`config.mk`:
```
export PLATFORM = sky130hd
export DESIGN_NAME = tile_pattern_decode_4x4_core
export DESIGN_NICKNAME = d
export VERILOG_FILES = /design/src/rtl/tpd4_pkg.sv /design/src/rtl/tpd4_queue.sv /design/src/rtl/tpd4_front.sv /design/src/rtl/tpd4_back.sv /design/src/rtl/tile_pattern_decode_4x4_core.sv
export SDC_FILE = /design/constraint.sdc
export NUM_CORES = 1
export LEC_CHECK = 0
export BUFFER_PORTS_ARGS = -buffer_cell sky130_fd_sc_hd__buf_2
export CAP_MARGIN = 10
export CORE_MARGIN = 2
export CORE_UTILIZATION = 67
export CTS_CLUSTER_DIAMETER = 50
export DETAILED_ROUTE_END_ITERATION = 10
export GPL_ROUTABILITY_DRIVEN = 1
export PLACE_DENSITY = 0.9
export SETUP_SLACK_MARGIN = 0.05
export SLEW_MARGIN = 5
export SYNTH_ARGS = -nofsm -noshare
export SYNTH_HDL_FRONTEND = slang
export SYNTH_SLANG_ARGS = --single-unit
```
`constraint.sdc`:
```
create_clock -name clk -period 11.5 [get_ports clk]
set_input_delay 1.725 -clock clk [delete_from_list [all_inputs] [get_ports clk]]
set_output_delay 1.725 -clock clk [all_outputs]
set_load 0.005 [all_outputs]
```
`src/rtl/tpd4_pkg.sv`:
```
// ----------------------------------------------------------------------------
// tpd4_pkg
// Shared types, codes and helpers for the 4x4-quadrant tile pattern decoder.
// ----------------------------------------------------------------------------
package tpd4_pkg;

  localparam int TABLE_ENTRIES_DEF = 1024;
  localparam int QUEUE_DEPTH       = 2;

  localparam logic [1:0] KIND_FRAME  = 2'd0;
  localparam logic [1:0] KIND_SECTOR = 2'd1;
  localparam logic [1:0] KIND_NEXT   = 2'd2;

  localparam logic [7:0] CTRL_RAW = 8'h01;

  typedef enum logic [1:0] {
    PH_IDLE,
    PH_COUNT_LO,
    PH_CONTROLS,
    PH_DATA
  } phase_t;

  typedef enum logic [1:0] {
    BK_IDLE,
    BK_DATA,
    BK_SOLID
  } bk_state_t;

  typedef enum logic [1:0] {
    JM_NONE,
    JM_RAW,
    JM_TWO
  } jmode_t;

  typedef struct packed {
    logic [1:0] kind;
    logic [7:0] data_byte;
  } in_item_t;

  typedef struct packed {
    logic [9:0] tile_number;
    logic [4:0] byte_position;
    logic [7:0] pixel_pair;
    logic       dropped;
    logic       last;
  } out_item_t;

  // one accepted byte worth of writes: an optional data part, then a run of solids
  typedef struct packed {
    logic [9:0]      tile_lo;
    logic            dropped;
    jmode_t          mode;
    logic [1:0]      dq;
    logic [2:0]      didx;
    logic [7:0]      data;
    logic [3:0][7:0] ctrl;
    logic [1:0]      sq;
    logic [2:0]      scount;
  } job_t;

  typedef struct packed {
    logic full;
    logic head_valid;
  } qstat_t;

  typedef struct packed {
    logic busy;
    logic pop;
  } bstat_t;

  // quadrant base is 0/2/16/18, offsets 0,1,4,5,8,9,12,13: bits never overlap
  function automatic logic [4:0] tpd4_pos(input logic [1:0] q, input logic [2:0] i);
    tpd4_pos = {q[1], i[2:1], q[0], i[0]};
  endfunction

  function automatic logic [7:0] tpd4_two_colour(input logic [7:0] c, input logic [1:0] bits);
    logic [3:0] lft;
    logic [3:0] rgt;
    lft = bits[1] ? c[7:4] : c[3:0];
    rgt = bits[0] ? c[7:4] : c[3:0];
    tpd4_two_colour = {rgt, lft};
  endfunction

endpackage

```
`src/rtl/tpd4_queue.sv`:
```
// ----------------------------------------------------------------------------
// tpd4_queue
// Two-entry job queue between the byte parser and the write sequencer.
// ----------------------------------------------------------------------------
module tpd4_queue (
  input  logic             clk,
  input  logic             rst_n,
  input  logic             push,
  input  tpd4_pkg::job_t   push_job,
  input  logic             pop,
  output tpd4_pkg::qstat_t qstat,
  output tpd4_pkg::job_t   head_job
);

  localparam int PW = $clog2(tpd4_pkg::QUEUE_DEPTH);
  localparam int CW = $clog2(tpd4_pkg::QUEUE_DEPTH + 1);

  tpd4_pkg::job_t entry_r [tpd4_pkg::QUEUE_DEPTH];
  logic [PW-1:0] wp_r, wp_nxt;
  logic [PW-1:0] rp_r, rp_nxt;
  logic [CW-1:0] cnt_r, cnt_nxt;

  always_comb begin
    wp_nxt  = wp_r;
    rp_nxt  = rp_r;
    cnt_nxt = cnt_r;
    if (push) begin
      wp_nxt = (wp_r == PW'(tpd4_pkg::QUEUE_DEPTH - 1)) ? '0 : wp_r + PW'(1);
    end
    if (pop) begin
      rp_nxt = (rp_r == PW'(tpd4_pkg::QUEUE_DEPTH - 1)) ? '0 : rp_r + PW'(1);
    end
    if (push && !pop) begin
      cnt_nxt = cnt_r + CW'(1);
    end else if (pop && !push) begin
      cnt_nxt = cnt_r - CW'(1);
    end
  end

  always_ff @(posedge clk) begin
    if (!rst_n) begin
      wp_r  <= '0;
      rp_r  <= '0;
      cnt_r <= '0;
    end else begin
      wp_r  <= wp_nxt;
      rp_r  <= rp_nxt;
      cnt_r <= cnt_nxt;
    end
  end

  always_ff @(posedge clk) begin
    if (push) begin
      entry_r[wp_r] <= push_job;
    end
  end

  assign qstat.full       = (cnt_r == CW'(tpd4_pkg::QUEUE_DEPTH));
  assign qstat.head_valid = (cnt_r != '0);
  assign head_job         = entry_r[rp_r];

endmodule

```
`src/rtl/tpd4_front.sv`:
```
// ----------------------------------------------------------------------------
// tpd4_front
// Byte parser: tracks sector, tile and quadrant position, keeps the quadrant
// controls and turns each accepted byte that produces writes into one job for the sequencer.
// ----------------------------------------------------------------------------
module tpd4_front #(
  parameter int TABLE_ENTRIES = tpd4_pkg::TABLE_ENTRIES_DEF
) (
  input  logic               clk,
  input  logic               rst_n,
  input  logic               in_valid,
  input  tpd4_pkg::in_item_t in_item,
  output logic               in_stall,
  input  tpd4_pkg::qstat_t   qstat,
  output logic               push,
  output tpd4_pkg::job_t     push_job
);

  tpd4_pkg::phase_t phase_r, phase_nxt;
  logic [15:0] rem_r, rem_nxt;
  logic [10:0] tile_r, tile_nxt;
  logic [2:0]  cs_r, cs_nxt;
  logic [1:0]  cq_r, cq_nxt;
  logic [3:0]  bs_r, bs_nxt;
  logic [7:0]  ctrl_r   [4];
  logic [7:0]  ctrl_nxt [4];

  logic        acc;
  logic        is_data;
  logic [7:0]  ctrl_w [4];
  logic        raw;
  logic [3:0]  bs_inc;
  logic        dcomplete;
  logic        ctrl_done;
  logic        run_go;
  logic [2:0]  sstart;
  logic [2:0]  scount;
  logic        run_ok;
  logic [2:0]  end_q;
  logic        finish;
  logic [15:0] rem_dec;
  logic [15:0] rem_or;

  assign in_stall = qstat.full;

  // classify the byte and find the run of solid quadrants it releases
  always_comb begin
    acc     = in_valid && !qstat.full;
    is_data = acc && (in_item.kind == tpd4_pkg::KIND_NEXT);
    for (int k = 0; k < 4; k++) begin
      ctrl_w[k] = ctrl_r[k];
    end
    if (phase_r == tpd4_pkg::PH_CONTROLS) begin
      ctrl_w[cs_r[1:0]] = in_item.data_byte;
    end
    raw       = (ctrl_r[cq_r] == tpd4_pkg::CTRL_RAW);
    bs_inc    = bs_r + 4'd1;
    dcomplete = raw ? (bs_inc >= 4'd8) : (bs_inc >= 4'd2);
    ctrl_done = (cs_r == 3'd3);
    run_go    = ((phase_r == tpd4_pkg::PH_DATA) && dcomplete) ||
                ((phase_r == tpd4_pkg::PH_CONTROLS) && ctrl_done);
    sstart    = (phase_r == tpd4_pkg::PH_CONTROLS) ? 3'd0 : ({1'b0, cq_r} + 3'd1);
    scount    = '0;
    run_ok    = 1'b1;
    for (int j = 0; j < 4; j++) begin
      if ((3'(j) >= sstart) && run_ok) begin
        if (ctrl_w[j][7:4] == ctrl_w[j][3:0]) begin
          scount = scount + 3'd1;
        end else begin
          run_ok = 1'b0;
        end
      end
    end
    end_q   = sstart + scount;
    finish  = run_go && (end_q == 3'd4);
    rem_dec = rem_r - 16'd1;
    rem_or  = rem_r | {8'h00, in_item.data_byte};
  end

  // next state
  always_comb begin
    phase_nxt = phase_r;
    rem_nxt   = rem_r;
    tile_nxt  = tile_r;
    cs_nxt    = cs_r;
    cq_nxt    = cq_r;
    bs_nxt    = bs_r;
    for (int k = 0; k < 4; k++) begin
      ctrl_nxt[k] = ctrl_r[k];
    end
    if (acc) begin
      case (in_item.kind)
        tpd4_pkg::KIND_FRAME: begin
          tile_nxt  = '0;
          rem_nxt   = '0;
          phase_nxt = tpd4_pkg::PH_IDLE;
          cs_nxt    = '0;
          cq_nxt    = '0;
          bs_nxt    = '0;
        end
        tpd4_pkg::KIND_SECTOR: begin
          rem_nxt   = {in_item.data_byte, 8'h00};
          phase_nxt = tpd4_pkg::PH_COUNT_LO;
          cs_nxt    = '0;
          cq_nxt    = '0;
          bs_nxt    = '0;
        end
        tpd4_pkg::KIND_NEXT: begin
          case (phase_r)
            tpd4_pkg::PH_COUNT_LO: begin
              rem_nxt   = rem_or;
              cs_nxt    = '0;
              phase_nxt = (rem_or == '0) ? tpd4_pkg::PH_IDLE : tpd4_pkg::PH_CONTROLS;
            end
            tpd4_pkg::PH_CONTROLS: begin
              for (int k = 0; k < 4; k++) begin
                ctrl_nxt[k] = ctrl_w[k];
              end
              cs_nxt = cs_r + 3'd1;
              if (ctrl_done) begin
                phase_nxt = tpd4_pkg::PH_DATA;
                cq_nxt    = '0;
                bs_nxt    = '0;
              end
            end
            tpd4_pkg::PH_DATA: begin
              bs_nxt = bs_inc;
            end
            default: begin
            end
          endcase
          if (run_go) begin
            if (finish) begin
              tile_nxt  = (tile_r < 11'h7FF) ? tile_r + 11'd1 : tile_r;
              rem_nxt   = rem_dec;
              cs_nxt    = '0;
              cq_nxt    = '0;
              bs_nxt    = '0;
              phase_nxt = (rem_dec == '0) ? tpd4_pkg::PH_IDLE : tpd4_pkg::PH_CONTROLS;
            end else begin
              cq_nxt    = end_q[1:0];
              bs_nxt    = '0;
              phase_nxt = tpd4_pkg::PH_DATA;
            end
          end
        end
        default: begin
        end
      endcase
    end
  end

  // job to the queue
  always_comb begin
    push = is_data &&
           ((phase_r == tpd4_pkg::PH_DATA) || (run_go && (scount != '0)));
    push_job.tile_lo = tile_r[9:0];
    push_job.dropped = (tile_r >= 11'(TABLE_ENTRIES));
    if (phase_r == tpd4_pkg::PH_DATA) begin
      push_job.mode = raw ? tpd4_pkg::JM_RAW : tpd4_pkg::JM_TWO;
    end else begin
      push_job.mode = tpd4_pkg::JM_NONE;
    end
    push_job.dq     = cq_r;
    push_job.didx   = raw ? bs_r[2:0] : {bs_r[0], 2'b00};
    push_job.data   = in_item.data_byte;
    for (int k = 0; k < 4; k++) begin
      push_job.ctrl[k] = ctrl_w[k];
    end
    push_job.sq     = sstart[1:0];
    push_job.scount = run_go ? scount : 3'd0;
  end

  always_ff @(posedge clk) begin
    if (!rst_n) begin
      phase_r <= tpd4_pkg::PH_IDLE;
      rem_r   <= '0;
      tile_r  <= '0;
      cs_r    <= '0;
      cq_r    <= '0;
      bs_r    <= '0;
    end else begin
      phase_r <= phase_nxt;
      rem_r   <= rem_nxt;
      tile_r  <= tile_nxt;
      cs_r    <= cs_nxt;
      cq_r    <= cq_nxt;
      bs_r    <= bs_nxt;
    end
  end

  always_ff @(posedge clk) begin
    for (int k = 0; k < 4; k++) begin
      ctrl_r[k] <= ctrl_nxt[k];
    end
  end

endmodule

```
`src/rtl/tpd4_back.sv`:
```
// ----------------------------------------------------------------------------
// tpd4_back
// Write sequencer: walks the job at the queue head and issues one tile byte
// write per cycle into the output register while the output is not stalled.
// ----------------------------------------------------------------------------
module tpd4_back (
  input  logic                clk,
  input  logic                rst_n,
  input  tpd4_pkg::qstat_t    qstat,
  input  tpd4_pkg::job_t      head_job,
  output tpd4_pkg::bstat_t    bstat,
  output logic                out_valid,
  input  logic                out_stall,
  output tpd4_pkg::out_item_t out_item
);

  tpd4_pkg::bk_state_t state_r, state_nxt;
  logic [2:0] idx_r, idx_nxt;
  logic [1:0] quad_r, quad_nxt;
  logic [2:0] left_r, left_nxt;

  logic                out_valid_r;
  tpd4_pkg::out_item_t out_item_r;

  logic                can_adv;
  logic                data_end;
  logic                solid_end;
  logic                emit;
  logic                pop;
  logic [7:0]          shifted;
  tpd4_pkg::out_item_t item;

  assign can_adv   = !out_valid_r || !out_stall;
  assign data_end  = (head_job.mode == tpd4_pkg::JM_RAW) || (idx_r[1:0] == 2'd3);
  assign solid_end = (idx_r == 3'd7);

  // next state
  always_comb begin
    state_nxt = state_r;
    idx_nxt   = idx_r;
    quad_nxt  = quad_r;
    left_nxt  = left_r;
    case (state_r)
      tpd4_pkg::BK_IDLE: begin
        if (qstat.head_valid) begin
          idx_nxt   = '0;
          quad_nxt  = head_job.sq;
          left_nxt  = head_job.scount;
          state_nxt = (head_job.mode != tpd4_pkg::JM_NONE) ? tpd4_pkg::BK_DATA
                                                           : tpd4_pkg::BK_SOLID;
        end
      end
      tpd4_pkg::BK_DATA: begin
        if (can_adv) begin
          if (data_end) begin
            idx_nxt   = '0;
            state_nxt = (left_r != '0) ? tpd4_pkg::BK_SOLID : tpd4_pkg::BK_IDLE;
          end else begin
            idx_nxt = idx_r + 3'd1;
          end
        end
      end
      tpd4_pkg::BK_SOLID: begin
        if (can_adv) begin
          if (solid_end) begin
            idx_nxt = '0;
            if (left_r == 3'd1) begin
              state_nxt = tpd4_pkg::BK_IDLE;
            end else begin
              quad_nxt = quad_r + 2'd1;
              left_nxt = left_r - 3'd1;
            end
          end else begin
            idx_nxt = idx_r + 3'd1;
          end
        end
      end
      default: begin
        state_nxt = tpd4_pkg::BK_IDLE;
      end
    endcase
  end

  // write generation
  always_comb begin
    emit                = 1'b0;
    pop                 = 1'b0;
    shifted             = head_job.data << {idx_r[1:0], 1'b0};
    item.tile_number    = head_job.tile_lo;
    item.dropped        = head_job.dropped;
    item.byte_position  = tpd4_pkg::tpd4_pos(quad_r, idx_r);
    item.pixel_pair     = head_job.ctrl[quad_r];
    item.last           = 1'b0;
    case (state_r)
      tpd4_pkg::BK_DATA: begin
        emit = can_adv;
        if (head_job.mode == tpd4_pkg::JM_RAW) begin
          item.byte_position = tpd4_pkg::tpd4_pos(head_job.dq, head_job.didx);
          item.pixel_pair    = {head_job.data[3:0], head_job.data[7:4]};
        end else begin
          item.byte_position = tpd4_pkg::tpd4_pos(head_job.dq,
                                                  head_job.didx | {1'b0, idx_r[1:0]});
          item.pixel_pair    = tpd4_pkg::tpd4_two_colour(head_job.ctrl[head_job.dq],
                                                         shifted[7:6]);
        end
        item.last = data_end && (left_r == '0);
        pop       = emit && item.last;
      end
      tpd4_pkg::BK_SOLID: begin
        emit      = can_adv;
        item.last = solid_end && (left_r == 3'd1);
        pop       = emit && item.last;
      end
      default: begin
      end
    endcase
  end

  always_ff @(posedge clk) begin
    if (!rst_n) begin
      state_r     <= tpd4_pkg::BK_IDLE;
      idx_r       <= '0;
      quad_r      <= '0;
      left_r      <= '0;
      out_valid_r <= 1'b0;
    end else begin
      state_r <= state_nxt;
      idx_r   <= idx_nxt;
      quad_r  <= quad_nxt;
      left_r  <= left_nxt;
      if (can_adv) begin
        out_valid_r <= emit;
      end
    end
  end

  always_ff @(posedge clk) begin
    if (emit) begin
      out_item_r <= item;
    end
  end

  assign bstat.busy = (state_r != tpd4_pkg::BK_IDLE);
  assign bstat.pop  = pop;
  assign out_valid  = out_valid_r;
  assign out_item   = out_item_r;

endmodule

```
`src/rtl/tile_pattern_decode_4x4_core.sv`:
```
// ----------------------------------------------------------------------------
// tile_pattern_decode_4x4_core
// Byte-stream parser for the pattern section of a 4x4-quadrant tile frame,
// producing byte writes into 8x8 4-bit tiles.
// ----------------------------------------------------------------------------
// a byte's first write passes the job queue, the sequencer's idle setup state and the
// output register before it shows at out_valid; the sequencer issues one write per cycle
// while the output is not stalled, plus a setup state for each byte that produces writes;
// bytes without writes push no job and are taken whenever the job queue is not full
// a two-entry job queue decouples the parser from the sequencer
// reset: synchronous, clears parser position, tile index, queue and output valid
module tile_pattern_decode_4x4_core #(
  parameter int TABLE_ENTRIES = tpd4_pkg::TABLE_ENTRIES_DEF
) (
  input  logic                clk,
  input  logic                rst_n,
  input  logic                in_valid,
  output logic                in_stall,
  input  tpd4_pkg::in_item_t  in_item,
  output logic                out_valid,
  input  logic                out_stall,
  output tpd4_pkg::out_item_t out_item
);

  logic             push;
  tpd4_pkg::job_t   push_job;
  tpd4_pkg::job_t   head_job;
  tpd4_pkg::qstat_t qstat;
  tpd4_pkg::bstat_t bstat;

  tpd4_front #(
    .TABLE_ENTRIES(TABLE_ENTRIES)
  ) u_front (
    .clk      (clk),
    .rst_n    (rst_n),
    .in_valid (in_valid),
    .in_item  (in_item),
    .in_stall (in_stall),
    .qstat    (qstat),
    .push     (push),
    .push_job (push_job)
  );

  tpd4_queue u_queue (
    .clk      (clk),
    .rst_n    (rst_n),
    .push     (push),
    .push_job (push_job),
    .pop      (bstat.pop),
    .qstat    (qstat),
    .head_job (head_job)
  );

  tpd4_back u_back (
    .clk       (clk),
    .rst_n     (rst_n),
    .qstat     (qstat),
    .head_job  (head_job),
    .bstat     (bstat),
    .out_valid (out_valid),
    .out_stall (out_stall),
    .out_item  (out_item)
  );

  a_no_push_full: assert property (@(posedge clk) disable iff (!rst_n)
    push |-> !qstat.full)
    else $error("job pushed into full queue");

  a_pop_has_head: assert property (@(posedge clk) disable iff (!rst_n)
    bstat.pop |-> qstat.head_valid)
    else $error("pop from empty queue");

  a_busy_has_job: assert property (@(posedge clk) disable iff (!rst_n)
    bstat.busy |-> qstat.head_valid)
    else $error("sequencer running without a job");

  a_emit_needs_busy: assert property (@(posedge clk) disable iff (!rst_n)
    (!out_valid || !out_stall) && !bstat.busy |=> !out_valid)
    else $error("write issued while sequencer idle");

endmodule

```
Word-level counts from Yosys, hierarchy flattened
Memory sizes are Yosys's and may differ from the RTL's. A register that Yosys moved wholly into a read port is not among the register bits.
Cells that the tools add are included.
{"block": "word_totals", "wordCells": 240, "input_bits": 14, "reg_bits": 78, "mem_bits_rw": 158, "out_inout_bits": 27, "memories": 2}
{"name": "u_queue.entry_r", "words": 2, "width": 63, "rd": 1, "rd_clocked_by_memory_dff": 1, "wr": 1, "line": "tpd4_queue.sv:18", "rtl": "tpd4_pkg::job_t entry_r [tpd4_pkg::QUEUE_DEPTH];"}
{"name": "u_front.ctrl_r", "words": 4, "width": 8, "rd": 5, "rd_clocked_by_memory_dff": 1, "wr": 4, "line": "tpd4_front.sv:25", "rtl": "logic [7:0] ctrl_r [4];"}
{"block": "classes", "muxes": 101, "n_bitwise": 3, "eq_ne": 34, "n_reduce_logical": 52, "order_cmp": 12, "n_addsub": 16, "shifts": 1}
{"op": "$mux 32", "count": 4}
{"op": "$mux 3", "count": 20}
{"op": "$mux 2", "count": 27}
{"op": "$mux 16", "count": 3}
{"op": "$pmux 16 s3", "count": 1}
{"op": "$mux 11", "count": 3}
{"op": "$bmux 8 s2", "count": 2}
{"op": "$bwmux 32", "count": 1}
{"op": "$logic_not 16->1", "count": 2}
{"op": "$mux 8", "count": 3}
{"op": "$pmux 11 s2", "count": 1}
{"op": "$pmux 3 s2", "count": 3}
{"op": "$logic_and 1x1->1", "count": 17}
{"op": "$demux 8 s2", "count": 1}
{"op": "$eq 4x4->1", "count": 4}
{"op": "$mux 1", "count": 16}
{"op": "$mux 4", "count": 4}
{"op": "$or 16x8->16", "count": 1}
{"op": "$pmux 4 s2", "count": 2}
{"op": "$reduce_and 4->1", "count": 4}
{"op": "$sub 16x1->16 const B", "count": 1}
{"op": "$ne 2x1->1 const B", "count": 7}
{"op": "$mux 13", "count": 1}
{"op": "$add 3x1->3 const B", "count": 4}
{"op": "other kinds (47)", "count": 87}

Depth between registers and ports, before layout
Gate-level depths: netlist of the first run.
{"block": "depth", "depth_word": 27, "mapped_depth": 25, "depth_no_buf": 20}

Modules after synthesis
Synthesis of the first run repeated with hierarchy kept, for this count alone.
{"block": "unflattened", "cells_unflattened": 977, "hier_area_um2": 12274.3}
{"module": "tpd4_front", "area_each_um2": 5216.3, "cells_each": 569, "instances": 1, "seq_area_each_um2": 1761.7}
{"module": "tpd4_queue", "area_each_um2": 4789.6, "cells_each": 218, "instances": 1, "seq_area_each_um2": 3883.7}
{"module": "tpd4_back", "area_each_um2": 2268.4, "cells_each": 190, "instances": 1, "seq_area_each_um2": 970.9}

Worst setup path after synthesis of the first run
OpenSTA, ideal clock, no wires.
{"block": "synth_path", "kind": "input-to-reg", "from": "input in_item[4] (netlist name)", "to": "memory u_queue.entry_r[0][0] (netlist name) (enable)", "path_buffers": 2, "setup_ps": 492, "setup_slack_ps": 3275, "required_time_ps": 11008, "arrival_time_ps": 7733, "stages": 17, "path_cell_list": "buf_2 xor2_1 or4_1 buf_2 o21ai_0 and2_1 ha_1 mux2i_1 nor2_1 ha_1 a32o_1 ha_1 o2111ai_1 xnor2_1 a21oi_1 a31oi_4 nor2b_1"}
{"block": "synth_between", "elab_chain_cells": 20, "elab_cells_between_ends": 32, "cone_classes": "add/sub: 3; eq/ne: 4; mux: 18; reduce/logical: 7"}
{"item": "start, declared", "line": "tile_pattern_decode_4x4_core.sv:19", "rtl": "input tpd4_pkg::in_item_t in_item,"}
{"item": "$bwmux 32 *", "line": "tpd4_front.sv:54", "rtl": "ctrl_w[cs_r[1:0]] = in_item.data_byte;"}
{"item": "$mux 32 *", "line": "tpd4_front.sv:53", "rtl": "if (phase_r == tpd4_pkg::PH_CONTROLS) begin"}
{"item": "$eq 4x4->1", "line": "tpd4_front.sv:67", "rtl": "if (ctrl_w[j][7:4] == ctrl_w[j][3:0]) begin"}
{"item": "$mux 1", "line": "tpd4_front.sv:67"}
{"item": "$mux 1", "line": "tpd4_front.sv:66", "rtl": "if ((3'(j) >= sstart) && run_ok) begin"}
{"item": "$add 1x1->2", "line": "tpd4_front.sv:68", "rtl": "scount = scount + 3'd1;"}
{"item": "$mux 3", "line": "tpd4_front.sv:67"}
{"item": "$mux 3", "line": "tpd4_front.sv:66"}
{"item": "(+5 left out)"}
{"item": "$mux 3 *", "line": "tpd4_front.sv:66"}
{"item": "$reduce_bool 3->1 *", "line": "tpd4_front.sv:156", "rtl": "((phase_r == tpd4_pkg::PH_DATA) || (run_go && (scount != '0)));"}
{"item": "$logic_and 1x1->1 *", "line": "tpd4_front.sv:156"}
{"item": "$logic_or 1x1->1 *", "line": "tpd4_front.sv:156"}
{"item": "$logic_and 1x1->1 *", "line": "tpd4_front.sv:155", "rtl": "push = is_data &&"}
{"item": "net push", "line": "tile_pattern_decode_4x4_core.sv:25", "rtl": "logic push;"}
{"item": "$mux 1 *", "line": "tpd4_queue.sv:53", "rtl": "if (push) begin"}
{"item": "$mux 1 (not written as such) *", "line": "tpd4_queue.sv:54", "rtl": "entry_r[wp_r] <= push_job;"}
{"item": "end, declared", "line": "tpd4_queue.sv:18"}
The timed path passes the listed nets; every way through them passes the cells marked *.

Final worst setup path of the first run
{"block": "layout_path", "from": "input in_item[7] (netlist name)", "to": "register u_front.rem_r[11]"}
{"block": "layout_between", "elab_chain_cells": 20, "elab_cells_between_ends": 32, "cone_classes": "add/sub: 4; eq/ne: 5; mux: 19; reduce/logical: 4"}
{"item": "$bwmux 32 *", "line": "tpd4_front.sv:54"}
{"item": "$mux 32 *", "line": "tpd4_front.sv:53"}
{"item": "$eq 4x4->1", "line": "tpd4_front.sv:67"}
{"item": "$mux 1", "line": "tpd4_front.sv:67"}
{"item": "$mux 1", "line": "tpd4_front.sv:66"}
{"item": "$add 1x1->2", "line": "tpd4_front.sv:68"}
{"item": "$mux 3", "line": "tpd4_front.sv:67"}
{"item": "$mux 3", "line": "tpd4_front.sv:66"}
{"item": "(+4 left out)"}
{"item": "$mux 3", "line": "tpd4_front.sv:67"}
{"item": "$mux 3 *", "line": "tpd4_front.sv:66"}
{"item": "$add 3x3->3 *", "line": "tpd4_front.sv:74", "rtl": "end_q = sstart + scount;"}
{"item": "$eq 3x3->1 *", "line": "tpd4_front.sv:75", "rtl": "finish = run_go && (end_q == 3'd4);"}
{"item": "$logic_and 1x1->1 *", "line": "tpd4_front.sv:75"}
{"item": "$mux 16 *", "line": "tpd4_front.sv:133", "rtl": "if (finish) begin"}
{"item": "$mux 16 *", "line": "tpd4_front.sv:132", "rtl": "if (run_go) begin"}
{"item": "$pmux 16 s3 *", "line": "tpd4_front.sv:92", "rtl": "case (in_item.kind)"}
{"item": "end signal, assigned", "line": "tpd4_front.sv:184", "rtl": "rem_r <= rem_nxt;"}
{"item": "end, declared", "line": "tpd4_front.sv:20", "rtl": "logic [15:0] rem_r, rem_nxt;"}
Mark *: on every way between the ends. The rest lies on a longest branch, timed or not.
A chain may end at the register's enable or synchronous reset.

==> insert_results.sql, run 1 <==
INSERT INTO impl_metrics (metric_group, metric, value, unit) VALUES
('synthesis', 'syn-num-nets', '1055', ''),
('worst_setup_path', 'critPathLaunch', 'in_item[7]', ''),
('worst_setup_path', 'rr_startpoint', 'u_front.phase_r[1]', ''),
('clocking', 'clock_tree.root_cell', 'clkbuf_16', ''),
('pwr', 'p_sw_frac', '0.225', ''),
('synthesis', 'top_count_cell_post_synth', 'edfxtp_1', ''),
('detailed_routing', 'detail-route-antenna-nets', '0', ''),
('placed_design', 'hpwlAfterDp', '18900', 'um'),
('synthesis', 'synthCells', '1006', ''),
('sta', 'finalSetupTns', '0', 'ps'),
('detailed_routing', 'wl_per_cell', '24.6', 'um'),
('worst_setup_path', 'setup.worst_path.start_class', 'primary input', ''),
('run_status', 'status', 'finished clean', ''),
('sta', 'fmaxAchievable', '138', 'MHz'),
('pwr', 'clock_power_share', '0.457', ''),
('detailed_routing', 'drt_iter0_markers', '1380', ''),
('pwr', 'p_seq_frac', '0.485', ''),
('clocking', 'ctsResizeCount', '0', ''),
('pwr', 'internal-power', '1.52', 'mW'),
('synthesis', 'post_synth_most_frequent_cells', '183 x edfxtp_1, 71 x nand2_1, 62 x a21oi_1, 62 x mux2_2, 60 x nor2_1', ''),
('global_route', 'sum_of_overflow_across_all_layers_after_global_routing', '0', ''),
('synthesis', 'synth_async_sr_flop_share', '0', ''),
('synthesis', 'yosys_warnings', '0', ''),
('min_path', 'hold_path.class', 'reg2reg', ''),
('placed_design', 'port-buffer-count', '40', ''),
('worst_setup_path', 'path_common_cell', 'ha_1', ''),
('pwr', 'power.static_leakage', '4.68', 'nW'),
('pwr', 'power_density', '146', 'mW/mm^2'),
('clocking', 'cts_hold_buf', '0', ''),
('placed_design', 'finalWeightedCongestion', '0.958', ''),
('global_route', 'all_layer_global_routing_usage', '0.322', ''),
('worst_setup_path', 'path_class', 'in2reg', ''),
('detailed_routing', 'drc_errors', '0', ''),
('die', 'floorplan.core_area', '0.0179', 'sq mm'),
('sta', 'period_minus_slack', '7250', 'ps'),
('clocking', 'path_clk_slew', '70', 'ps'),
('synthesis', 'synth.top_cells.by_area', 'edfxtp_1 45%, dfxtp_1 9.2%, mux2_2 5.7%', ''),
('synthesis', 'postSynth.topFlopCell', 'edfxtp_1', ''),
('worst_setup_path', 'worst_path_largest_cell_delay', '1060', 'ps'),
('sta', 'post-route-period-util', '0.631', ''),
('final_layout', 'fill_cells', '1016', ''),
('worst_setup_path', 'crit_slowest_cell', 'nor3_2', ''),
('global_route', 'pin_count_of_the_biggest_net_entering_global_routing', '64', ''),
('die', 'initial_core_util', '0.682', ''),
('clocking', 'clock_latency', '530', 'ps'),
('final_layout', 'post_route_cells_drive_above_1_share', '0.193', ''),
('worst_setup_path', 'endpoint_kind', 'register', ''),
('placed_design', 'dpl_cell_area', '0.0125', 'sq mm'),
('final_layout', 'final_net_count', '1068', ''),
('die', 'dieWidth', '139', 'um'),
('detailed_routing', 'wl', '31300', 'um'),
('pwr', 'p_sw', '441', 'uW'),
('synthesis', 'yosysTopAreaCellShare', '0.450', ''),
('final_layout', 'final_cell_area', '0.0134', 'sq mm'),
('sta', 'timing.final.max_slew_violations', '0', ''),
('worst_setup_path', 'data_required_time_of_the_critical_path', '11960', 'ps'),
('global_route', 'grt_pass1_vias', '8858', ''),
('global_route', 'grt_antenna_before_repair', '0', ''),
('die', 'die_height', '139', 'um'),
('worst_setup_path', 'critical_path_arrival', '7710', 'ps'),
('die', 'floorplan.rows', '49', ''),
('clocking', 'post-cts-setup-buffers', '0', ''),
('clocking', 'clock_h_tree_levels', '1', ''),
('sta', 'grt_setup_unrepaired', 'false', ''),
('synthesis', 'yosysTopAreaCell', 'edfxtp_1', ''),
('detailed_routing', 'firstDrtPassIters', '7', ''),
('sta', 'setup_viol', '0', ''),
('clocking', 'cts-buffers-inserted', '26', ''),
('final_layout', 'syn2layout_area_growth', '9.79', '%'),
('sta', 'fin_skew', '16.6', 'ps'),
('synthesis', 'post_synth_instance_area', '0.0122', 'sq mm');
worst paths after layout:
check	depth (start not counted)	endpoint
hold reg to reg	2	u_back.idx_r[2]
setup reg to reg	19	u_front.rem_r[11]
setup / recovery	19	u_front.rem_r[11]
hold / removal	2	u_back.idx_r[2]
metrics by stage:
stage / power, mW / hold slack (ps) / std cells / setup WS (ps) / util
5_1_grt: 2.00 / 502 / 1268 / 4110 / 0.749
4_1_cts: 1.95 / 480 / 1268 / 4510 / 0.749
3_5_place_dp: 1.08 / 472 / 1220 / 4250 / 0.698
6_report: 1.96 / 484 / 1268 / 4250 / 0.749
3_3_place_gp: 1.07 / 443 / 1220 / 4330 / 0.698
2_1_floorplan: 1.04 / 436 / 1006 / 3280 / -
area by class of cell:
class	count	area (sq um)	share of cell area
inverter	30	113	0.00840
timing repair buffer	48	260	0.0194
clock buffer	35	727	0.0542
multi-input combinational	674	5220	0.389
sequential	239	6620	0.494
clock inverter	13	189	0.0141
tap	229	287	0.0214
placed cells by master, fill, tap and decap left out, types with 7 or more instances in the layout:
cell,Yosys,routed
and2_1,10,9
a211oi_1,11,11
nor4_1,12,12
ha_1,34,34
a31oi_1,9,9
mux2i_1,32,32
a21oi_1,62,62
nand4_1,12,12
dfxtp_1,56,55
nand3_1,17,17
nor2b_1,25,24
nand2_1,71,71
nand2b_1,10,10
buf_4,2,8
edfxtp_1,183,183
xor2_1,21,21
mux2_2,62,62
or3_1,15,15
o22ai_1,10,10
o21ai_0,32,32
xnor2_1,14,14
and3_1,12,12
mux4_2,26,26
nor2_1,60,60
clkbuf_16,0,28
buf_2,8,40
o21a_1,8,8
clkbuf_1,45,7
nor3_1,13,13
inv_1,29,29
routing by layer:
| layer | track usage | share of wire | vias to the layer above |
|---|---|---|---|
| li1 | - | - | 3825 |
| met1 | 0.425 | 0.36 | 4288 |
| met2 | 0.533 | 0.48 | 749 |
| met3 | 0.0715 | 0.12 | 143 |
| met4 | 0.110 | 0.038 | 0 |
| met5 | 0 | 0 | - |
critical path, delay by kind of cell:
| kind | cells | cell delay, ps |
|---|---|---|
| AO/OA/AOI/OAI | 4 | 980 |
| XOR/XNOR | 2 | 400 |
| multiplexers | 2 | 610 |
| AND/OR/NAND/NOR | 5 | 2380 |
| buffers and inverters | 2 | 310 |
| adder cells (fa/ha/maj) | 4 | 1300 |
state kept, by name (all words and copies together) (netlist names), 2 cells and up, named ones only:
register         flops
u_queue.cnt_r        2
u_front.phase_r      2
u_front.bs_r         4
u_back.quad_r        2
u_front.rem_r       16
u_back.left_r        3
u_front.cq_r         2
u_front.cs_r         3
u_front.ctrl_r      32
u_back.idx_r         3
u_front.tile_r      11
u_back.state_r       2
u_back.out_item     25
u_queue.entry_r    126
power groups by stage:
stage          logic [mW]  registers, mW  clock network (mW)
3_5_place_dp        0.110          0.968                   0
6_report            0.114          0.950               0.894
3_3_place_gp        0.104          0.967                   0
4_1_cts             0.112          0.950               0.890
5_1_grt             0.124          0.951               0.925
2_1_floorplan      0.0761          0.964                   0
kinds of logic after synthesis:
logic type	Yosys count	share of synthesized area
fa+ha+maj	35	0.0365
compound gates	202	0.114
mux	120	0.131
buf+inv	93	0.0319
xor+xnor	35	0.0251
flops	239	0.542
simple gates	282	0.119
(Power assumes the default switching activity.)
==> run 2: changes to the inputs <==
CORE_UTILIZATION = 56   (was 67)
PLACE_DENSITY = 0.81   (was 0.9)
clock period = 6.6 ns   (was 11.5 ns; I/O delays follow)
==> insert_results.sql, run 2 (same netlist as run 1, synthesis figures left out) <==
INSERT INTO impl_metrics (metric_group, metric, value, unit) VALUES
('sta', 'slew_headroom', '0.242', ''),
('final_layout', 'fill_cells', '1603', ''),
('sta', 'fin_skew', '9.49', 'ps'),
('clocking', 'clock_h_tree_levels', '1', ''),
('worst_setup_path', 'crit_slowest_cell', 'or4_1', ''),
('clocking', 'cts_hold_buf', '0', ''),
('clocking', 'clock_tree.root_cell', 'clkbuf_16', ''),
('sta', 'setup_viol', '0', ''),
('clocking', 'ctsResizeCount', '0', ''),
('sta', 'hold_viol_final', '0', ''),
('worst_setup_path', 'cp_max_fo', '15', ''),
('final_layout', 'finalCoreUtilization', '0.626', ''),
('placed_design', 'placed_cells_incl_taps', '1283', ''),
('worst_setup_path', 'data_required_time_of_the_critical_path', '7020', 'ps'),
('sta', 'fmaxAchievable', '170', 'MHz'),
('detailed_routing', 'firstDrtPassIters', '5', ''),
('worst_setup_path', 'path_class', 'in2reg', ''),
('global_route', 'sum_of_overflow_across_all_layers_after_global_routing', '0', ''),
('sta', 'post-route-period-util', '0.894', ''),
('global_route', 'grt_pass1_wl', '44300', 'um'),
('final_layout', 'mostFrequentLayoutCells', '183 x edfxtp_1, 71 x nand2_1, 62 x a21oi_1, 62 x mux2_2, 60 x nor2_1', ''),
('die', 'floorplan.core_area', '0.0216', 'sq mm'),
('clocking', 'numClockSinks', '239', ''),
('global_route', 'all_layer_global_routing_usage', '0.247', ''),
('global_route', 'grt_pass1_vias', '8315', ''),
('clocking', 'cts_buffer_depth', '3', ''),
('final_layout', 'register_bank_with_the_most_flops', 'u_queue.entry_r', ''),
('clocking', 'post-cts-setup-buffers', '0', ''),
('die', 'ioPinCount', '41', ''),
('detailed_routing', 'wl', '28100', 'um'),
('die', 'initial_core_util', '0.565', ''),
('min_path', 'hold_path.class', 'reg2reg', ''),
('final_layout', 'final_net_count', '1081', ''),
('die', 'floorplan.rows', '54', ''),
('final_layout', 'diodes', '0', ''),
('worst_setup_path', 'endpoint_kind', 'register', ''),
('pwr', 'max-vdd-ir-drop', '0.000144', 'V'),
('sta', 'hold_ws', '467', 'ps'),
('detailed_routing', 'wl_per_cell', '21.1', 'um'),
('die', 'die_height', '152', 'um'),
('sta', 'setup_ws', '703', 'ps'),
('placed_design', 'hpwlAfterDp', '19000', 'um'),
('sta', 'worst_pin_slew', '1140', 'ps'),
('die', 'floorplan.die_area', '0.0230', 'sq mm'),
('clocking', 'clock_latency', '520', 'ps'),
('clocking', 'tritoncts_clock_tree', 'yes', ''),
('detailed_routing', 'drc_errors', '0', ''),
('sta', 'period_minus_slack', '5900', 'ps'),
('detailed_routing', 'vias', '8545', ''),
('clocking', 'path_clk_slew', '60', 'ps'),
('placed_design', 'finalWeightedCongestion', '0.874', ''),
('worst_setup_path', 'worst_path_largest_cell_delay', '680', 'ps'),
('job', 'maxCapViolations', '0', ''),
('final_layout', 'post_route_cells_drive_above_1_share', '0.206', ''),
('detailed_routing', 'detail_route.vias_per_cell', '6.42', ''),
('worst_setup_path', 'critical_path_arrival', '6320', 'ps'),
('sta', 'finalSetupTns', '0', 'ps'),
('clocking', 'cts-buffers-inserted', '27', ''),
('detailed_routing', 'detail-route-antenna-nets', '0', ''),
('die', 'dieWidth', '152', 'um'),
('worst_setup_path', 'worstPathCellList', 'buf_2, xor2_1, or4_1, o21ai_0, and2_1, ha_1, mux2i_1, nor2_1, ha_1, a32o_1, ha_1, mux2i_1, inv_1, fa_1, xor2_1, and3_1, or3_1, a31oi_1, o32ai_1', ''),
('final_layout', 'largest_reg_flops', '126', ''),
('worst_setup_path', 'path_common_cell', 'ha_1', ''),
('detailed_routing', 'drt_iter0_markers', '890', ''),
('global_route', 'grt_antenna_before_repair', '0', ''),
('final_layout', 'syn2layout_area_growth', '10.8', '%'),
('pwr', 'power.static_leakage', '4.72', 'nW'),
('placed_design', 'post-place-ws', '242', 'ps'),
('run_status', 'status', 'finished clean', ''),
('global_route', 'pin_count_of_the_biggest_net_entering_global_routing', '64', ''),
('placed_design', 'port-buffer-count', '40', ''),
('pwr', 'power_density', '244', 'mW/mm^2'),
('final_layout', 'layout.cells.most_common', 'edfxtp_1', ''),
('final_layout', 'stdcell_count', '1331', ''),
('worst_setup_path', 'critical_path.top_delay_family', 'simple AND/OR/NAND/NOR gates', ''),
('sta', 'timing.final.max_slew_violations', '0', ''),
('worst_setup_path', 'path_buf_inv', '2', ''),
('sta', 'grt_setup_unrepaired', 'false', ''),
('worst_setup_path', 'setup.worst_path.start_class', 'primary input', '');
## run 2: changes by cell type in the layout (fill, tap and decap cells not counted), sizes merged
cell      change
clkinvlp      +1
clkinv        +5
bufinv        -2
inv           +1
clkbuf        -5
buf          +12
## run 2: final cells by class
class	instances	area [sq um]	area share
sequential	239	6620	0.489
multi-input combinational	674	5220	0.385
clock buffer	30	697	0.0515
timing repair buffer	60	375	0.0277
tap	280	350	0.0259
clock inverter	18	166	0.0123
inverter	30	113	0.00832
## run 2: worst reg2reg max path: cells and delay by family, from the launching register on
| family | cells | cell delay [ps] |
|---|---|---|
| compound gates | 4 | 940 |
| fa+ha+maj | 5 | 1510 |
| flops | 1 | 410 |
| xor+xnor | 1 | 300 |
| buf+inv | 2 | 180 |
| mux | 2 | 420 |
| simple gates | 5 | 1740 |
## run 2: through the flow
| step | instance area (sq um) | power, mW |
|---|---|---|
| global placement | 12700 | 1.87 |
| CTS | 13500 | 3.31 |
| floorplan | 12200 | 1.81 |
| finish | 13500 | 3.30 |
| global route | 13500 | 3.40 |
| detailed placement | 12700 | 1.88 |
## run 2: final timing paths
path	from	end	slack [ps]	depth (start not counted)
setup / recovery	in_item[4]	u_front.cs_r[2]	700	19
hold / removal	u_back.left_r[1]	u_back.left_r[1]	470	2
setup reg to reg	u_front.cs_r[0]	u_front.cs_r[2]	1020	19
hold reg to reg	u_back.left_r[1]	u_back.left_r[1]	470	2
## run 2: per-layer routing
| layer | vias up | global-route usage | part of all wire |
|---|---|---|---|
| met2 | 440 | 0.416 | 0.49 |
| li1 | 3865 | - | - |
| met1 | 4160 | 0.325 | 0.40 |
| met5 | - | 0 | 0 |
| met4 | 0 | 0.0852 | 0.031 |
| met3 | 80 | 0.0431 | 0.083 |
## run 2: report_power, final
part / switching (mW) / leakage, nW / internal [mW]
Sequential: 0.0195 / 2.15 / 1.63
Combinational: 0.124 / 2.16 / 0.0755
Clock: 0.601 / 0.412 / 0.843
==> run 3: changes to the inputs <==
CORE_UTILIZATION = 63   (was 56)
PLACE_DENSITY = 0.86   (was 0.81)
clock period = 6.36 ns   (was 6.6 ns; I/O delays follow)
==> insert_results.sql, run 3 (same netlist as run 1, synthesis figures left out) <==
INSERT INTO impl_metrics (metric_group, metric, value, unit) VALUES
('worst_setup_path', 'timing.reg2reg.setup_slack', '690', 'ps'),
('final_layout', 'multi_input_area', '0.00523', 'sq mm'),
('clocking', 'clock_tree.root_cell', 'clkbuf_16', ''),
('sta', 'hold_viol_final', '0', ''),
('clocking', 'clock_h_tree_levels', '1', ''),
('final_layout', 'syn2layout_area_growth', '10.8', '%'),
('worst_setup_path', 'data_required_time_of_the_critical_path', '6780', 'ps'),
('placed_design', 'finalWeightedCongestion', '0.881', ''),
('final_layout', 'final_cell_area', '0.0135', 'sq mm'),
('sta', 'hold_ws', '457', 'ps'),
('detailed_routing', 'detail_route.vias_per_cell', '6.56', ''),
('final_layout', 'fill_cells', '1241', ''),
('die', 'floorplan.die_area', '0.0205', 'sq mm'),
('die', 'die_height', '143', 'um'),
('placed_design', 'hpwlAfterDp', '19000', 'um'),
('sta', 'timing.final.max_slew_violations', '0', ''),
('placed_design', 'port-buffer-count', '40', ''),
('final_layout', 'largest_reg_flops', '126', ''),
('sta', 'fmaxAchievable', '176', 'MHz'),
('placed_design', 'dpl_cell_area', '0.0126', 'sq mm'),
('die', 'ioPinCount', '41', ''),
('sta', 'grt_setup_unrepaired', 'false', ''),
('worst_setup_path', 'crit_slowest_cell', 'and2_1', ''),
('detailed_routing', 'wl_per_cell', '21.9', 'um'),
('global_route', 'grt_antenna_before_repair', '0', ''),
('global_route', 'pin_count_of_the_biggest_net_entering_global_routing', '64', ''),
('clocking', 'cts_buffer_depth', '3', ''),
('die', 'dieWidth', '143', 'um'),
('detailed_routing', 'firstDrtPassIters', '5', ''),
('final_layout', 'finalCoreUtilization', '0.716', ''),
('sta', 'finalSetupTns', '0', 'ps'),
('die', 'initial_core_util', '0.646', ''),
('sta', 'setup_viol', '0', ''),
('pwr', 'power_density', '256', 'mW/mm^2'),
('worst_setup_path', 'cp_max_fo', '19', ''),
('final_layout', 'layout.cells.most_common', 'edfxtp_1', ''),
('die', 'floorplan.rows', '50', ''),
('detailed_routing', 'wl', '28600', 'um'),
('pwr', 'totalPowerFinal', '3.46', 'mW'),
('global_route', 'grt_pass1_vias', '8250', ''),
('min_path', 'hold_path.class', 'reg2reg', ''),
('final_layout', 'seq_area', '0.00662', 'sq mm'),
('sta', 'fin_skew', '18.3', 'ps'),
('clocking', 'tritoncts_clock_tree', 'yes', ''),
('detailed_routing', 'detail-route-antenna-nets', '0', ''),
('detailed_routing', 'vias', '8584', ''),
('clocking', 'clock_latency', '540', 'ps'),
('global_route', 'sum_of_overflow_across_all_layers_after_global_routing', '0', ''),
('detailed_routing', 'drt_iter0_markers', '968', ''),
('worst_setup_path', 'critical_path_arrival', '6090', 'ps'),
('worst_setup_path', 'worstPathCellList', 'ha_2, and2_1, mux2i_1, ha_1, mux2i_1, nor2_1, ha_1, a32o_1, ha_1, mux2i_1, inv_1, fa_1, xor2_1, and3_1, or3_1, a31oi_1, o32ai_1', ''),
('die', 'floorplan.core_area', '0.0189', 'sq mm'),
('sta', 'slew_headroom', '0.118', ''),
('sta', 'post-route-period-util', '0.892', ''),
('run_status', 'status', 'finished clean', ''),
('worst_setup_path', 'setup.worst_path.start_class', 'register', ''),
('pwr', 'power.static_leakage', '4.72', 'nW'),
('clocking', 'cts-buffers-inserted', '26', ''),
('final_layout', 'diodes', '0', ''),
('final_layout', 'final_net_count', '1078', ''),
('global_route', 'all_layer_global_routing_usage', '0.280', ''),
('final_layout', 'mostFrequentLayoutCells', '183 x edfxtp_1, 71 x nand2_1, 62 x a21oi_1, 62 x mux2_2, 60 x nor2_1', ''),
('global_route', 'grt_pass1_wl', '44700', 'um'),
('clocking', 'numClockSinks', '239', ''),
('worst_setup_path', 'path_class', 'reg2reg', ''),
('detailed_routing', 'drc_errors', '0', ''),
('sta', 'worst_pin_slew', '1310', 'ps'),
('sta', 'period_minus_slack', '5670', 'ps'),
('clocking', 'post-cts-setup-buffers', '0', ''),
('worst_setup_path', 'endpoint_kind', 'register', ''),
('job', 'maxCapViolations', '0', ''),
('clocking', 'cts_hold_buf', '0', ''),
('worst_setup_path', 'worst_path_largest_cell_delay', '560', 'ps'),
('clocking', 'path_clk_slew', '70', 'ps'),
('final_layout', 'post_route_cells_drive_above_1_share', '0.206', ''),
('final_layout', 'register_bank_with_the_most_flops', 'u_queue.entry_r', ''),
('pwr', 'max-vdd-ir-drop', '0.000238', 'V');
-- run 3: area by class of cell --
type	count	area share
Tap cell	260	0.0240
Timing Repair Buffer	58	0.0266
Sequential cell	239	0.489
Clock buffer	29	0.0497
Multi-Input combinational cell	674	0.386
Clock inverter	19	0.0161
Inverter	30	0.00832
-- run 3: per-layer routing --
metal / GRT usage / part of all wire / routed length (um) / vias up
met5: 0 / 0 / 0 / -
met4: 0.0810 / 0.027 / 779 / 0
met3: 0.0553 / 0.091 / 2590 / 73
met2: 0.475 / 0.49 / 14000 / 462
met1: 0.369 / 0.39 / 11300 / 4186
li1: - / - / - / 3863
-- run 3: repair_timing --
| item | 4_1_cts | 5_1_grt |
|---|---|---|
| gates resized for setup | 0 | 2 |
| endpoints found under the setup margin | 0 | 20 |
| hold endpoints to repair | 0 | 0 |
-- run 3: final timing paths --
path         cells after the start                from          endpoint
max reg2reg                     17  u_front.phase_r[1]   u_front.cs_r[1]
min                              2    u_back.left_r[1]  u_back.left_r[1]
max                             17  u_front.phase_r[1]   u_front.cs_r[1]
min reg2reg                      2    u_back.left_r[1]  u_back.left_r[1]
-- run 3: power breakdown --
part / internal (mW) / leakage, nW / switching (mW) / total [mW]
Clock: 0.897 / 0.426 / 0.639 / 1.54
Combinational: 0.0786 / 2.14 / 0.128 / 0.207
Sequential: 1.70 / 2.15 / 0.0201 / 1.72
-- run 3: metrics by stage --
stage | std cells | setup slack, ps
6_report | 1309 | 689
5_1_grt | 1309 | 306
4_1_cts | 1309 | 300
3_5_place_dp | 1261 | 41.6
3_3_place_gp | 1261 | 132
2_1_floorplan | 1006 | 102
-- run 3: worst max-delay path: cells and delay by family, from the launching register on --
kind	cells	cell delay, ps
AO/OA/AOI/OAI	3	750
XOR/XNOR	1	330
buffers and inverters	1	80
multiplexers	3	650
AND/OR/NAND/NOR	4	1580
adder cells (fa/ha/maj)	5	1730
flip-flops	1	430
